[config.mk]
export PLATFORM = sky130hd
export DESIGN_NAME = kitl_cell
export DESIGN_NICKNAME = d
export VERILOG_FILES = /design/src/rtl/core/kitl_pkg.sv /design/src/rtl/core/kitl_cell.sv
export SDC_FILE = /design/constraint.sdc
export NUM_CORES = 1
export LEC_CHECK = 0
export BUFFER_PORTS_ARGS = -buffer_cell sky130_fd_sc_hd__buf_4
export CAP_MARGIN = 20
export CORE_AREA = 2 2 354 356
export DETAILED_ROUTE_END_ITERATION = 10
export DIE_AREA = 0 0 356 358
export PLACE_DENSITY = 0.37
export SYNTH_ARGS = -nofsm -noshare
export SYNTH_HDL_FRONTEND = slang
export SYNTH_SLANG_ARGS = --single-unit
[constraint.sdc]
create_clock -name aclk -period 12.6 [get_ports aclk]
set_input_delay 1.89 -clock aclk [delete_from_list [all_inputs] [get_ports aclk]]
set_output_delay 1.89 -clock aclk [all_outputs]
set_load 0.03 [all_outputs]
[src/rtl/core/kitl_pkg.sv]
`timescale 1ns / 1ps
`default_nettype none
// ----------------------------------------------------------------------------
// kitl_pkg
// types, constants and codes shared by the keyed index table
// ----------------------------------------------------------------------------
package kitl_pkg;

    localparam int DEF_SLOTS    = 256;
    localparam int DEF_KEY_BITS = 64;
    localparam int CFG_W        = 9;
    localparam int CFG_IDX_W    = 2;

    typedef enum logic [2:0] {
        KIND_INSERT = 3'd0,
        KIND_KEY    = 3'd1,
        KIND_PATH   = 3'd2,
        KIND_REMOVE = 3'd3,
        KIND_UPDATE = 3'd4,
        KIND_CLEAR  = 3'd5,
        KIND_NOP6   = 3'd6,
        KIND_NOP7   = 3'd7
    } kind_t;

    typedef enum logic [1:0] {
        CFG_ACTIVE  = 2'd0,
        CFG_QUEUED  = 2'd1,
        CFG_STAGING = 2'd2,
        CFG_ONLINE  = 2'd3
    } cfg_idx_t;

    typedef enum logic [1:0] {
        ST_IDLE,
        ST_SCAN,
        ST_APPLY,
        ST_OUT
    } state_t;

    // record payload carried with an item and held in every cell
    typedef struct packed {
        logic [63:0] path_hash;
        logic [47:0] offset;
        logic [31:0] added;
        logic [31:0] expire;
        logic [7:0]  status;
        logic [7:0]  prio;
        logic [7:0]  queue;
        logic [31:0] last_used;
    } rec_t;

    // control broadcast from the sequencer to every cell
    typedef struct packed {
        logic       write_all;
        logic       write_upd;
        logic       touch;
        logic       set_key;
        logic       clear_valid;
        logic       clear_all;
    } cell_ctl_t;

endpackage

`default_nettype wire

[src/rtl/core/kitl_cell.sv]
`timescale 1ns / 1ps
`default_nettype none
// ----------------------------------------------------------------------------
// kitl_cell
// one table slot; the cell shifts with its neighbors on each scan step
// ----------------------------------------------------------------------------
module kitl_cell #(
    parameter int KEY_BITS = kitl_pkg::DEF_KEY_BITS
) (
    input  wire logic                  aclk,
    input  wire logic                  aresetn,
    input  wire logic                  shift,
    input  wire logic                  sel,
    input  wire kitl_pkg::cell_ctl_t   ctl,
    input  wire logic [KEY_BITS-1:0]   key_in,
    input  wire kitl_pkg::rec_t        rec_in,
    input  wire logic                  prev_valid,
    input  wire logic [KEY_BITS-1:0]   prev_key,
    input  wire kitl_pkg::rec_t        prev_rec,
    output logic                       valid,
    output logic [KEY_BITS-1:0]        key,
    output kitl_pkg::rec_t             rec
);
    import kitl_pkg::*;

    logic                valid_reg;
    logic [KEY_BITS-1:0] key_reg;
    rec_t                rec_reg;

    always_ff @(posedge aclk) begin
        if (!aresetn) begin
            valid_reg <= 1'b0;
        end else if (shift) begin
            valid_reg <= prev_valid;
        end else if (ctl.clear_all) begin
            valid_reg <= 1'b0;
        end else if (sel && ctl.clear_valid) begin
            valid_reg <= 1'b0;
        end else if (sel && ctl.write_all) begin
            valid_reg <= 1'b1;
        end
    end

    always_ff @(posedge aclk) begin
        if (shift) begin
            key_reg <= prev_key;
            rec_reg <= prev_rec;
        end else if (sel) begin
            if (ctl.set_key) begin
                key_reg <= key_in;
            end
            if (ctl.write_all) begin
                rec_reg <= rec_in;
            end else if (ctl.write_upd) begin
                rec_reg.status    <= rec_in.status;
                rec_reg.expire    <= rec_in.expire;
                rec_reg.last_used <= rec_in.last_used;
            end else if (ctl.touch) begin
                rec_reg.last_used <= rec_in.last_used;
            end
        end
    end

    assign valid = valid_reg;
    assign key   = key_reg;
    assign rec   = rec_reg;

endmodule

`default_nettype wire

Word level (Yosys, flattened, before mapping) --
Index checks and enable logic that the tools add are counted.
Word-level totals: output and inout port bits 297, bits of input ports 603, register bits after elaboration 297
Operators by class: reduce and logical (&&, ||, !) cells 12, mux-type cells 16
Operator list (count):
- 2-to-1 mux 232 bit | 2
- 2-to-1 mux 64 bit | 3
- 2-to-1 mux 144 bit | 1
- 2-to-1 mux 32 bit | 3
- 2-to-1 mux 40 bit | 2
- 2-to-1 mux 16 bit | 1
- AND reduction 2 bit | 4
- nonzero test 4 bit | 2
- nonzero test 2 bit | 3
- 2-to-1 mux 1 bit | 4
- nonzero test 3 bit | 1
- logical AND 1 bit | 2

Depth between registers and ports, before layout --
depth in word-level cells 5, depth in mapped cells 4

Least setup slack after synthesis --
Ideal clock, no wire load.
path type input to register, start input port shift, end register valid_reg (netlist: valid), library setup time 73 ps, data required time 12527 ps, data arrival time 5993 ps, stages on the path 4, slack 6534 ps, path through buf_6 buf_6 a21o_1 o221a_2
Between the ends: word-level cells in the longest chain between the ends 1
Ends and longest elaborated chain:
- start: declaration | line kitl_cell.sv:12 | input wire logic shift,
- nonzero test 4 bit (no source line) / 2-to-1 mux 1 bit (equally long branches)
- end signal: assignment | line kitl_cell.sv:34 | valid_reg <= prev_valid;
- end: declaration | line kitl_cell.sv:26 | logic valid_reg;
Several ways; a longest one is shown, not always the timed one. A chain may end at the register's enable or synchronous reset.

Final worst setup path --
start input port shift, end register rec_reg, in the netlist rec[110] (data pin)
Between the ends: word-level cells in the longest chain between the ends 1
Ends and longest elaborated chain:
- 2-to-1 mux 232 bit | line kitl_cell.sv:45 | if (shift) begin
- end signal: assignment | line kitl_cell.sv:47 | rec_reg <= prev_rec;
- end signal: assignment | line kitl_cell.sv:53 | rec_reg <= rec_in;
- end: declaration | line kitl_cell.sv:28 | rec_t rec_reg;
Every way passes these cells.

==> impl_metrics.py <==
metrics = {
    "grt": {
        "grtUsageMet2": 0.168,
        "grt_max_degree": 90,
        "antenna_found_initial": 18,
        "grt_usage": 0.0939,
        "grt_pass1_vias": 10631,
        "grt_use_met1": 0.0978,
        "grt_overflow": 0,
        "grt_use_met3": 0.0422,
        "grt_pass1_wl_mm": 83.2,
        "grt_busiest_layer": "met2",
    },
    "yosys": {
        "syn_inst": 636,
        "yosysMostFrequentCell": "edfxtp_1",
        "seq_area_frac_synth": 0.640,
        "synthFlopType": "edfxtp_1",
        "syn_area_um2": 13900,
        "yosys-top-cells-area": "edfxtp_1 64%, mux2_4 30%, buf_12 3.2%",
        "synth_warnings": 0,
        "synthDistinctLibCells": 14,
        "synthesis.nets": 1239,
        "synth.top_cells.by_count": "296 x edfxtp_1, 277 x mux2_4, 22 x buf_12, 19 x mux2_2, 11 x buf_6",
        "synth-seq-cells": 297,
        "synthArstFlopShare": 0,
        "yosys.area.top_type_share": 0.639,
        "synth_area_leader_cell": "edfxtp_1",
        "synth-edff-count": 296,
        "syn_area_per_cell_um2": 21.9,
    },
    "cells_and_area": {
        "fin_nets": 2159,
        "largest_register_ffs": 232,
        "stdcell_area_um2": 23600,
        "final_cells": 3222,
        "area_delta_synth_final_pct": 69.5,
        "drive_gt1_frac": 0.799,
    },
    "drt": {
        "wirelength_mm": 64.2,
        "drt-initial-drc-count": 361,
        "routed_via_density": 3.00,
        "dr_total_vias": 9661,
        "drc": 0,
        "wl_per_cell_um": 19.9,
        "firstDrtPassIters": 4,
        "antenna_left": 0,
    },
    "timing": {
        "hold-worst-slack_ns": 0.546,
        "setup_viol": 0,
        "slew_viol_final": 0,
        "finalHoldViolations": 0,
        "fin_crit_ns": 4.72,
        "period_share": 0.375,
        "worst_slack_ns": 7.88,
        "rsz0062_at_grt": "false",
        "slew_headroom": 0.280,
        "fmax_mhz": 212,
        "tightest_slew_ns": 1.08,
        "fin_tns_setup_ns": 0,
        "clock_skew_ns": 0,
    },
    "clocking": {
        "cts_tree": "yes",
        "cts_setup_buffers": 0,
        "hold_buffers": 0,
        "root_buffer": "clkbuf_16",
        "cts_max_level": 2,
        "cts_resized": 0,
        "clk_pin_slew_ns": 0.05,
        "clock_sinks": 297,
        "clk_latency_ns": 0.57,
        "cts-buffers-inserted": 42,
        "clockBufferDepth": 3,
    },
    "power_and_ir_drop": {
        "ir_worst_vdd_uv": 73.4,
        "power.density_nw_per_um2": 136,
        "leakage_uw": 0.0104,
    },
    "place": {
        "gp_congestion": 0.833,
        "dp_slack_ns": 7.36,
        "hpwl_mm": 52.5,
        "port_buffers": 899,
        "postPlaceCellArea_um2": 22300,
        "dp_cells": 3148,
    },
    "status": {
        "status": "completed",
    },
    "floorplanning": {
        "core_um2": 123000,
        "num_rows": 129,
        "io_pins": 900,
        "die_area_um2": 127000,
        "die_w_um": 356,
        "start_util": 0.113,
        "die_y_um": 358,
    },
    "critical_path": {
        "startpoint_type": "input port",
        "path_max_fanout": 89,
        "critical_path_required_ns": 12.92,
        "cp-end-kind": "flop",
        "arrival_ns": 5.04,
        "path_class": "in2reg",
    },
    "worst_hold_path": {
        "hold_path_class": "reg2reg",
    },
    "job": {
        "cap_violations": 0,
    },
}
==> critical path: stages <==
cell,delay [ns]
buf_8,0.32
buf_12,0.53
buf_4,0.67
buf_4,0.85
mux2_4,0.36
==> placed cells by master (no fill, tap or decap) <==
| cell type | Yosys | layout |
|---|---|---|
| o31ai_1 | 1 | 1 |
| clkbuf_1 | 0 | 6 |
| edfxtp_1 | 296 | 296 |
| a21o_2 | 0 | 1 |
| buf_12 | 22 | 2 |
| mux2_4 | 277 | 277 |
| o221a_2 | 1 | 1 |
| mux2_2 | 19 | 19 |
| o21ai_0 | 1 | 1 |
| dfxtp_1 | 1 | 1 |
| nand2b_2 | 0 | 1 |
| a211oi_1 | 1 | 1 |
| buf_8 | 0 | 1 |
| clkinvlp_4 | 0 | 2 |
| nand2b_1 | 2 | 1 |
| buf_4 | 0 | 907 |
| diode_2 | 0 | 3 |
| clkinv_2 | 0 | 3 |
| a21o_4 | 0 | 1 |
| clkbuf_16 | 0 | 45 |
| clkinv_4 | 0 | 1 |
| clkinv_1 | 0 | 10 |
| bufinv_16 | 0 | 3 |
| and2_1 | 1 | 1 |
==> power breakdown <==
group	internal (µW)	switching, µW
Sequential	1220	40.4
Clock	701	468
Combinational	365	409
==> per-layer routing <==
metal / up-vias / wire [µm]
li1: 4359 / -
met1: 4665 / 22500
met2: 539 / 33400
met3: 84 / 6690
met4: 14 / 1570
met5: - / 95
==> path summary, 6_finish.rpt <==
check / from / to / slack (ns) / depth (start not counted)
max: shift / rec[110] / 7.88 / 5
min: valid / valid / 0.55 / 1
min reg2reg: valid / valid / 0.55 / 1
max reg2reg: valid / valid / 11.91 / 1
==> logic make-up after synthesis <==
group,Yosys count,synth area share
simple gates,3,0.00135
buf+inv,34,0.0409
compound gates,6,0.00333
mux,296,0.314
flops,297,0.640
==> layout make-up <==
| type | instances | area [µm²] |
|---|---|---|
| fill | 13506 | 99700 |
| multi-input combinational | 305 | 4450 |
| sequential | 297 | 8910 |
| clock buffer | 51 | 1150 |
| antenna | 3 | 7.51 |
| clock inverter | 19 | 166 |
| tap | 1637 | 2050 |
| timing repair buffer | 910 | 6860 |
==> stage by stage <==
| stage | total power (µW) | util |
|---|---|---|
| after floorplan | 1690 | - |
| after global placement | 2070 | 0.180 |
| after detailed placement | 2070 | 0.180 |
| after CTS | 3280 | 0.191 |
| after global routing | 3340 | 0.191 |
| final | 3210 | 0.191 |
No activity file was read; power rests on OpenSTA's default activity.
